[config.mk]
export PLATFORM = sky130hd
export DESIGN_NAME = iir_direct_form_two_transposed_unit
export DESIGN_NICKNAME = d
export VERILOG_FILES = /design/src/sv/iirdf2t_pkg.sv /design/src/sv/iirdf2t_ctrl.sv /design/src/sv/iirdf2t_dp.sv /design/src/sv/iir_direct_form_two_transposed_unit.sv
export SDC_FILE = /design/constraint.sdc
export NUM_CORES = 2
export LEC_CHECK = 0
export BUFFER_PORTS_ARGS = -buffer_cell sky130_fd_sc_hd__clkbuf_2
export CAP_MARGIN = 20
export CORE_ASPECT_RATIO = 0.7
export CORE_MARGIN = 3
export CORE_UTILIZATION = 57
export CTS_BUF_LIST = sky130_fd_sc_hd__clkbuf_8
export CTS_CLUSTER_DIAMETER = 60
export DETAILED_ROUTE_END_ITERATION = 10
export HOLD_SLACK_MARGIN = 0.02
export PLACE_DENSITY = 0.75
export SYNTH_ARGS = -nofsm -noshare
export SYNTH_HDL_FRONTEND = slang
export SYNTH_SLANG_ARGS = --single-unit
[constraint.sdc]
create_clock -name clock -period 17.6 [get_ports clock]
set_clock_uncertainty 0.05 [all_clocks]
set_input_delay 0.88 -clock clock [delete_from_list [all_inputs] [get_ports clock]]
set_output_delay 0.88 -clock clock [all_outputs]
set_load 0.01 [all_outputs]
[src/sv/iirdf2t_pkg.sv]
// ----------------------------------------------------------------------------
// IIR direct form II transposed: shared package
// Widths, coefficient layout, transaction types and the command and status
// structures that join the controller to the datapath.
// ----------------------------------------------------------------------------
`default_nettype none

package iirdf2t_pkg;

   // Filter configuration.
   localparam int ORDER      = 4;
   localparam int COEF_FRAC  = 24;
   localparam int NCOEF      = 2 * ORDER + 1;

   // Field and storage widths.
   localparam int SAMPLE_W   = 16;
   localparam int IDX_W      = 4;
   localparam int COEF_W     = 32;
   localparam int DLY_W      = 48;

   // Index widths for the coefficient store, the delay chain and the tap count.
   localparam int COEF_IDX_W = $clog2(NCOEF);
   localparam int DLY_IDX_W  = (ORDER > 1) ? $clog2(ORDER) : 1;
   localparam int TAP_W      = $clog2(ORDER + 1);

   // The 48-bit feedback value is split into a low and a high part so that
   // the shared multiplier stays at 32 by 25 bits.
   localparam int SPLIT_W    = 24;
   localparam int YHI_W      = DLY_W - SPLIT_W;
   localparam int MUL_B_W    = SPLIT_W + 1;
   localparam int PROD_W     = COEF_W + MUL_B_W;
   localparam int ACC_W      = PROD_W + SPLIT_W;
   localparam int SUM_W      = DLY_W + 2;

   typedef enum logic [0:0] {
      CMD_FILTER = 1'b0,
      CMD_LOAD   = 1'b1
   } command_type;

   typedef enum logic [1:0] {
      OPND_X   = 2'd0,
      OPND_YLO = 2'd1,
      OPND_YHI = 2'd2
   } opnd_type;

   typedef struct packed {
      command_type               command;
      logic signed [SAMPLE_W-1:0] sample_in;
      logic [IDX_W-1:0]          coef_index;
      logic signed [COEF_W-1:0]  coef_value;
   } req_type;

   typedef struct packed {
      logic signed [SAMPLE_W-1:0] sample_out;
      logic                       clipped;
   } rsp_type;

   typedef struct packed {
      logic                  coef_load;
      logic                  take_x;
      opnd_type              mul_opnd;
      logic [COEF_IDX_W-1:0] mul_idx;
      logic                  y_sum;
      logic                  lo_capture;
      logic                  fb_capture;
      logic                  dly_write;
      logic [TAP_W-1:0]      dly_tap;
      logic                  out_load;
   } ctrl_type;

   typedef struct packed {
      logic rsp_busy;
   } status_type;

endpackage

`default_nettype wire

[src/sv/iirdf2t_ctrl.sv]
// ----------------------------------------------------------------------------
// IIR direct form II transposed: controller
// Sequences the shared multiplier over the taps and issues the datapath
// commands for one filter transaction.
// ----------------------------------------------------------------------------
`default_nettype none

module iirdf2t_ctrl (
   input  logic                     clock,
   input  logic                     reset,
   input  logic                     req_valid,
   input  iirdf2t_pkg::command_type req_command,
   input  iirdf2t_pkg::status_type  status,
   output logic                     req_stall,
   output iirdf2t_pkg::ctrl_type    ctrl
);

   typedef enum logic [7:0] {
      ST_IDLE = 8'b0000_0001,
      ST_YMUL = 8'b0000_0010,
      ST_YSUM = 8'b0000_0100,
      ST_TLO  = 8'b0000_1000,
      ST_THI  = 8'b0001_0000,
      ST_TBX  = 8'b0010_0000,
      ST_LAST = 8'b0100_0000,
      ST_OUT  = 8'b1000_0000
   } state_type;

   state_type                        state_ff, state_in;
   logic [iirdf2t_pkg::TAP_W-1:0]     tap_ff, tap_in;
   logic [iirdf2t_pkg::COEF_IDX_W-1:0] b_idx, a_idx;
   logic                             accept;

   assign accept = req_valid && (state_ff == ST_IDLE);
   assign req_stall = (state_ff != ST_IDLE);
   assign b_idx = iirdf2t_pkg::COEF_IDX_W'(tap_ff);
   assign a_idx = iirdf2t_pkg::COEF_IDX_W'(iirdf2t_pkg::ORDER) + b_idx;

   always_comb begin
      state_in = state_ff;
      tap_in   = tap_ff;
      ctrl     = '0;
      ctrl.mul_opnd = iirdf2t_pkg::OPND_X;
      case (state_ff)
         ST_IDLE: begin
            if (accept) begin
               if (req_command == iirdf2t_pkg::CMD_LOAD) begin
                  ctrl.coef_load = 1'b1;
               end else begin
                  ctrl.take_x = 1'b1;
                  state_in    = ST_YMUL;
               end
            end
         end
         ST_YMUL: begin
            ctrl.mul_idx = '0;
            state_in     = ST_YSUM;
         end
         ST_YSUM: begin
            ctrl.y_sum = 1'b1;
            tap_in     = iirdf2t_pkg::TAP_W'(1);
            state_in   = ST_TLO;
         end
         ST_TLO: begin
            ctrl.mul_opnd = iirdf2t_pkg::OPND_YLO;
            ctrl.mul_idx  = a_idx;
            // The previous tap's delay entry is completed here.
            ctrl.dly_write = (tap_ff != iirdf2t_pkg::TAP_W'(1));
            ctrl.dly_tap   = tap_ff - iirdf2t_pkg::TAP_W'(1);
            state_in       = ST_THI;
         end
         ST_THI: begin
            ctrl.mul_opnd   = iirdf2t_pkg::OPND_YHI;
            ctrl.mul_idx    = a_idx;
            ctrl.lo_capture = 1'b1;
            state_in        = ST_TBX;
         end
         ST_TBX: begin
            ctrl.mul_idx    = b_idx;
            ctrl.fb_capture = 1'b1;
            if (tap_ff == iirdf2t_pkg::TAP_W'(iirdf2t_pkg::ORDER)) begin
               state_in = ST_LAST;
            end else begin
               tap_in   = tap_ff + iirdf2t_pkg::TAP_W'(1);
               state_in = ST_TLO;
            end
         end
         ST_LAST: begin
            ctrl.dly_write = 1'b1;
            ctrl.dly_tap   = tap_ff;
            state_in       = ST_OUT;
         end
         ST_OUT: begin
            if (!status.rsp_busy) begin
               ctrl.out_load = 1'b1;
               state_in      = ST_IDLE;
            end
         end
         default: begin
            state_in = ST_IDLE;
         end
      endcase
   end

   always_ff @(posedge clock) begin
      if (reset) begin
         state_ff <= ST_IDLE;
         tap_ff   <= '0;
      end else begin
         state_ff <= state_in;
         tap_ff   <= tap_in;
      end
   end

endmodule

`default_nettype wire

[src/sv/iirdf2t_dp.sv]
// ----------------------------------------------------------------------------
// IIR direct form II transposed: datapath
// Coefficient store, delay chain, shared 32 by 25 multiplier, rounding and
// saturation, and the result register.
// ----------------------------------------------------------------------------
`default_nettype none

module iirdf2t_dp (
   input  logic                    clock,
   input  logic                    reset,
   input  iirdf2t_pkg::req_type    req_payload,
   input  iirdf2t_pkg::ctrl_type   ctrl,
   input  logic                    rsp_stall,
   output logic                    rsp_valid,
   output iirdf2t_pkg::rsp_type    rsp_payload,
   output iirdf2t_pkg::status_type status
);

   localparam int F      = iirdf2t_pkg::COEF_FRAC;
   localparam int SUM_W  = iirdf2t_pkg::SUM_W;
   localparam int ACC_W  = iirdf2t_pkg::ACC_W;
   localparam int DLY_W  = iirdf2t_pkg::DLY_W;
   localparam int SMP_W  = iirdf2t_pkg::SAMPLE_W;
   localparam int PROD_W = iirdf2t_pkg::PROD_W;
   localparam int SPL_W  = iirdf2t_pkg::SPLIT_W;
   localparam int MB_W   = iirdf2t_pkg::MUL_B_W;

   logic signed [iirdf2t_pkg::COEF_W-1:0] coef_ff [iirdf2t_pkg::NCOEF];
   logic signed [DLY_W-1:0]               dly_ff  [iirdf2t_pkg::ORDER];

   logic signed [SMP_W-1:0]  x_ff;
   logic signed [DLY_W-1:0]  yfb_ff;
   logic signed [PROD_W-1:0] mul_ff, lo_ff;
   logic signed [DLY_W-1:0]  fb_ff;
   logic signed [SMP_W-1:0]  y_out_ff;
   logic                     y_clip_ff;
   logic                     rsp_valid_ff;
   iirdf2t_pkg::rsp_type     rsp_ff;

   logic signed [iirdf2t_pkg::COEF_W-1:0] mul_a;
   logic signed [MB_W-1:0]                mul_b;
   logic signed [SUM_W-1:0] yfull, y_rnd, t_sum, d_ext;
   logic signed [DLY_W-1:0] yfb_in, fb_in, t_sat, d_sel;
   logic signed [SMP_W-1:0] y_out_in;
   logic                    y_clip_in;
   logic signed [ACC_W-1:0] acc;

   // Shared multiplier, one product per cycle.
   always_comb begin
      mul_a = coef_ff[ctrl.mul_idx];
      case (ctrl.mul_opnd)
         iirdf2t_pkg::OPND_X:
            mul_b = {{(MB_W-SMP_W){x_ff[SMP_W-1]}}, x_ff};
         iirdf2t_pkg::OPND_YLO:
            mul_b = {1'b0, yfb_ff[SPL_W-1:0]};
         iirdf2t_pkg::OPND_YHI:
            mul_b = {{(MB_W-iirdf2t_pkg::YHI_W){yfb_ff[DLY_W-1]}},
                     yfb_ff[DLY_W-1:SPL_W]};
         default:
            mul_b = '0;
      endcase
   end

   // Output sum: the b0*x product always fits the delay format.
   always_comb begin
      yfull = $signed(mul_ff[SUM_W-1:0])
            + $signed({{(SUM_W-DLY_W){dly_ff[0][DLY_W-1]}}, dly_ff[0]});
      if ((&yfull[SUM_W-1:DLY_W-1]) || !(|yfull[SUM_W-1:DLY_W-1])) begin
         yfb_in = yfull[DLY_W-1:0];
      end else begin
         yfb_in = {yfull[SUM_W-1], {(DLY_W-1){~yfull[SUM_W-1]}}};
      end
      y_rnd = yfull + (SUM_W'(1) <<< (F - 1));
      if ((&y_rnd[SUM_W-1:F+SMP_W-1]) || !(|y_rnd[SUM_W-1:F+SMP_W-1])) begin
         y_out_in  = y_rnd[F+SMP_W-1:F];
         y_clip_in = 1'b0;
      end else begin
         y_out_in  = {y_rnd[SUM_W-1], {(SMP_W-1){~y_rnd[SUM_W-1]}}};
         y_clip_in = 1'b1;
      end
   end

   // Feedback product a*y, rebuilt from its two partial products and rounded.
   always_comb begin
      acc = $signed({mul_ff, {SPL_W{1'b0}}})
          + $signed({{SPL_W{lo_ff[PROD_W-1]}}, lo_ff})
          + (ACC_W'(1) <<< (F - 1));
      if ((&acc[ACC_W-1:F+DLY_W-1]) || !(|acc[ACC_W-1:F+DLY_W-1])) begin
         fb_in = acc[F+DLY_W-1:F];
      end else begin
         fb_in = {acc[ACC_W-1], {(DLY_W-1){~acc[ACC_W-1]}}};
      end
   end

   // Delay update: the last entry has no successor to add.
   always_comb begin
      if (ctrl.dly_tap == iirdf2t_pkg::TAP_W'(iirdf2t_pkg::ORDER)) begin
         d_sel = '0;
      end else begin
         d_sel = dly_ff[iirdf2t_pkg::DLY_IDX_W'(ctrl.dly_tap)];
      end
      d_ext = {{(SUM_W-DLY_W){d_sel[DLY_W-1]}}, d_sel};
      t_sum = d_ext + $signed(mul_ff[SUM_W-1:0])
            - $signed({{(SUM_W-DLY_W){fb_ff[DLY_W-1]}}, fb_ff});
      if ((&t_sum[SUM_W-1:DLY_W-1]) || !(|t_sum[SUM_W-1:DLY_W-1])) begin
         t_sat = t_sum[DLY_W-1:0];
      end else begin
         t_sat = {t_sum[SUM_W-1], {(DLY_W-1){~t_sum[SUM_W-1]}}};
      end
   end

   always_ff @(posedge clock) begin
      if (reset) begin
         for (int i = 0; i < iirdf2t_pkg::NCOEF; i++) begin
            coef_ff[i] <= '0;
         end
      end else if (ctrl.coef_load &&
                   (int'(req_payload.coef_index) < iirdf2t_pkg::NCOEF)) begin
         coef_ff[iirdf2t_pkg::COEF_IDX_W'(req_payload.coef_index)] <=
            req_payload.coef_value;
      end
   end

   always_ff @(posedge clock) begin
      if (reset) begin
         for (int i = 0; i < iirdf2t_pkg::ORDER; i++) begin
            dly_ff[i] <= '0;
         end
      end else if (ctrl.dly_write) begin
         dly_ff[iirdf2t_pkg::DLY_IDX_W'(ctrl.dly_tap - iirdf2t_pkg::TAP_W'(1))] <= t_sat;
      end
   end

   always_ff @(posedge clock) begin
      mul_ff <= mul_a * mul_b;
      if (ctrl.take_x) begin
         x_ff <= req_payload.sample_in;
      end
      if (ctrl.y_sum) begin
         yfb_ff    <= yfb_in;
         y_out_ff  <= y_out_in;
         y_clip_ff <= y_clip_in;
      end
      if (ctrl.lo_capture) begin
         lo_ff <= mul_ff;
      end
      if (ctrl.fb_capture) begin
         fb_ff <= fb_in;
      end
      if (ctrl.out_load) begin
         rsp_ff.sample_out <= y_out_ff;
         rsp_ff.clipped    <= y_clip_ff;
      end
   end

   always_ff @(posedge clock) begin
      if (reset) begin
         rsp_valid_ff <= 1'b0;
      end else if (ctrl.out_load) begin
         rsp_valid_ff <= 1'b1;
      end else if (!rsp_stall) begin
         rsp_valid_ff <= 1'b0;
      end
   end

   assign rsp_valid       = rsp_valid_ff;
   assign rsp_payload     = rsp_ff;
   assign status.rsp_busy = rsp_valid_ff && rsp_stall;

endmodule

`default_nettype wire

[src/sv/iir_direct_form_two_transposed_unit.sv]
// ----------------------------------------------------------------------------
// IIR direct form II transposed filter unit
// Fixed-point IIR filter of order ORDER on signed 16-bit audio samples, with
// Q7.24 coefficients, a 48-bit delay chain and a saturated, rounded output.
// ----------------------------------------------------------------------------
//
//   Channel   Direction  Handshake            Transaction
//   req_*     in         req_valid/req_stall   filter one sample or load a coefficient
//   rsp_*     out        rsp_valid/rsp_stall   filtered sample and clip flag
//
// A coefficient load leaves the controller idle, so the unit is ready for the next
// transaction straight away; it produces no result.
// A filter transaction runs the single shared 32 by 25 multiplier for b0*x and
// then for three products per tap, the feedback halves and the forward
// coefficient, before its result is registered.
// Reset is synchronous and clears the coefficient store and the delay chain.
// The result register frees the unit from the consumer: only when a previous
// result is still stalled at the end of a filter transaction does the unit wait.
// ----------------------------------------------------------------------------
`default_nettype none

module iir_direct_form_two_transposed_unit (
   input  logic                 clock,
   input  logic                 reset,
   input  logic                 req_valid,
   output logic                 req_stall,
   input  iirdf2t_pkg::req_type req_payload,
   output logic                 rsp_valid,
   input  logic                 rsp_stall,
   output iirdf2t_pkg::rsp_type rsp_payload
);

   // Commands from the controller and status back from the datapath.
   iirdf2t_pkg::ctrl_type   ctrl;
   iirdf2t_pkg::status_type status;

   // The controller owns the sequence: it accepts transactions only when idle
   // and steps the shared multiplier through b0, then each tap's feedback
   // halves and forward coefficient.
   iirdf2t_ctrl u_ctrl (
      .clock       (clock),
      .reset       (reset),
      .req_valid   (req_valid),
      .req_command (req_payload.command),
      .status      (status),
      .req_stall   (req_stall),
      .ctrl        (ctrl)
   );

   // The datapath holds all stored values and the arithmetic, and drives the
   // result channel from its own output register.
   iirdf2t_dp u_dp (
      .clock       (clock),
      .reset       (reset),
      .req_payload (req_payload),
      .ctrl        (ctrl),
      .rsp_stall   (rsp_stall),
      .rsp_valid   (rsp_valid),
      .rsp_payload (rsp_payload),
      .status      (status)
   );

endmodule

`default_nettype wire
==> metrics.txt <==
outcome=complete, no violations; Synth Warn #=0; CTS tree=done; Slowest cell on crit path=o31ai_1; Initial Util=slightly below 60%; TNS Setup=0 ns; CP Capture Type=flip-flop; Post-synth EDFFs=884; arrival time at the worst endpoint=between 10 and 15 ns; final RePlAce weighted congestion=between 0.9 and 1; Clock Sinks=953; worst hold path type=primary input to flip-flop; placed insts=about 9300; Post-DP Area=between 0.08 and 0.09 sq mm; vias in the first global route=57700; nets=approximately 9000; pwr dens=about 200 mW/mm^2; Worst Tran Pin Value=1.25 ns; first-pass GRT wire length=~360 mm; RSZ-0062 raised after global routing=no; Worst-path clk slew=approximately 0.070 ns; final setup vio count=0; post-CTS setup buffers=0; initial antenna violation count=31; clock root buffer=clkbuf_8; grt ovf=0; routed len/inst=around 26 um; most frequent CP cell=fa_1; via count=59500; Synth Register Bits=between 900 and 1000; Pleak=roughly 37 nW; fin cells=9572; Setup CP Type=flip-flop to flip-flop; buffers added on ports=75; Slew Limit Fails=0; Final Cycle Share=between 70 and 80%; final wirelength=between 200 and 250 mm; Slew HR=between 10% and 20%; DR iter-0 viols=about 8400; # IOs=76; H-tree level count=4; Required @ worst endpoint=18.36 ns; Fin. Hold Viols=0; Peak supply drop=between 300 and 400 uV; GRT Total Usage=35.0%; total die area=between 0.1 and 0.15 sq mm; family with the most delay on the worst path=compound AO/OA/AOI/OAI gates; final instance area=roughly 0.084 sq mm; DRT Pass-1 Iters=8; DP Wirelength=175 mm; total CTS buffers=153; largest fanout on the critical path=72; DRC viols=0; sequential area share after synthesis=between 30% and 40%; fraction of layout cells with a size suffix above 1=7.94%; count of cell types in the netlist=104; Post-synth ARST share=0%; Synth Cell Area=0.0775 sq mm; Max Cap Viol=0; die height=approximately 310 um; top_reg_cell synth=edfxtp_1; # fillers=~11000; clk_lat worst skew=between 0.9 and 1 ns; crit-path max cell delay=0.96 ns; Die X=~450 um; vias per cell=6.21; largest net degree at the start of global routing=191; row count=~110; synthesized instance count=7485; Tmin final=12.78 ns; syn_area_per_cell=around 10 sq um; CP Launch Type=flip-flop; Fmax=78.2 MHz; post_cts resized=0; post-route ant nets=0; Bufs and invs on worst path=7; CTS Hold Buffers Added=0; Synth-to-Final Area Change=8.19%; Placeable Area=around 0.13 sq mm; buffer depth of the longest clock path=3; Layout Utilization=62.6%
## synthesized netlist by cell type (26+ instances only)
master	n	area share (%)
a21oi_1	399	2.6
buf_2	37	0.24
dfxtp_1	69	1.8
o21ai_0	173	1.1
fa_1	870	22
o21a_1	58	0.56
and3_1	26	0.21
a221oi_1	147	1.7
nand4_1	47	0.38
nand2_1	787	3.8
a21o_1	162	1.6
nand2b_1	88	0.71
xor2_1	84	0.95
clkbuf_1	337	1.6
nand3_1	270	1.7
mux4_2	48	1.4
and2_1	341	2.8
ha_1	317	5.1
a211oi_1	38	0.37
or2_2	44	0.35
o21bai_1	36	0.35
buf_1	31	0.15
edfxtp_1	884	34
nor3_1	90	0.58
inv_1	991	4.8
xnor2_1	132	1.5
nor2_1	577	2.8
nor2b_1	32	0.26
a31oi_1	37	0.30
## path summary, 6_finish.rpt
path	from	to	slack, ns	cells past startpoint
worst min register to register	u_dp.y_out_ff[9]$_DFFE_PP_	u_dp.rsp_payload[10]$_DFFE_PP_	0.37	0
worst max register to register	u_ctrl.state_ff[0]$_SDFFE_PP1P_	u_dp.mul_ff[56]$_DFF_P_	4.82	38
worst max-delay path	u_ctrl.state_ff[0]$_SDFFE_PP1P_	u_dp.mul_ff[56]$_DFF_P_	4.82	38
worst min-delay path	req_payload[42]	u_dp.x_ff[6]$_DFFE_PP_	0.18	1
## cell type report
cell class	instances	area, sq um	area share, %
multi-input cells	5351	45500	54.2
flip-flops and latches	953	27900	33.3
inverters	992	3720	4.44
well taps	1767	2210	2.64
clock buffers	155	2130	2.54
repair buffers	219	1470	1.76
clock inverters	117	875	1.04
diodes	18	45.0	0.0537
## cells by family (layout without fill, tap and decap cells)
family | Yosys count | count (layout) | share of synthesized area, %
AO/OA/AOI/OAI | 1265 | 1265 | 10.9
XOR/XNOR | 219 | 219 | 2.50
adder cells (fa/ha/maj) | 1187 | 1187 | 27.6
buffers and inverters | 1404 | 1483 | 6.90
flip-flops | 953 | 953 | 36.0
multiplexers | 62 | 62 | 1.58
other | 1 | 242 | 0.00484
AND/OR/NAND/NOR | 2394 | 2394 | 14.6
## through the flow
step	hold slack, ns	total power [mW]	setup WS [ns]
3_3_place_gp	0.356	14.6	5.44
4_1_cts	0.0853	16.9	5.17
5_1_grt	0.145	18.5	4.36
6_report	0.181	17.1	4.82
2_1_floorplan	0.350	11.9	7.19
3_5_place_dp	0.362	14.9	5.20
## metal layers
layer / part of all wire (%) / track usage (%) / vias up
met5: 0.060 / 0 / -
met3: 16 / 12.8 / 555
met4: 3.6 / 12.4 / 20
li1: - / - / 25400
met2: 40 / 46.7 / 4003
met1: 40 / 52.3 / 29500
## report_power, final
group | internal [mW] | leakage [nW] | switching [mW]
clock | 0.963 | 1.69 | 0.979
combinational | 4.68 | 25.9 | 7.42
sequential | 2.90 | 9.35 | 0.204
## layout by cell type (no fill, tap or decap), drive strengths merged, types with 59 or more instances in the layout
cell type | Yosys | layout
inv | 991 | 1054
edfxtp | 884 | 884
fa | 870 | 870
nand2 | 788 | 788
nor2 | 577 | 577
a21oi | 401 | 401
and2 | 343 | 343
ha | 317 | 317
nand3 | 271 | 271
clkbuf | 337 | 230
conb | 1 | 224
o21ai | 191 | 191
a21o | 162 | 162
a221oi | 147 | 147
buf | 75 | 144
xnor2 | 133 | 133
nor3 | 90 | 90
nand2b | 88 | 88
xor2 | 86 | 86
dfxtp | 69 | 69
o21a | 59 | 59
## flip-flops by register name, summed over array words and instances, names as in the netlist
| signal | count |
|---|---|
| u_dp.x_ff | 16 |
| u_ctrl.state_ff | 8 |
| u_dp.lo_ff | 34 |
| u_dp.dly_ff | 192 |
| u_ctrl.tap_ff | 3 |
| u_dp.y_clip_ff | 1 |
| u_dp.coef_ff | 512 |
| u_dp.y_out_ff | 16 |
| u_dp.fb_ff | 48 |
| u_dp.mul_ff | 57 |
| u_dp.rsp_payload | 17 |
| u_dp.rsp_valid | 1 |
| u_dp.yfb_ff | 48 |
(Power assumes the default switching activity.)
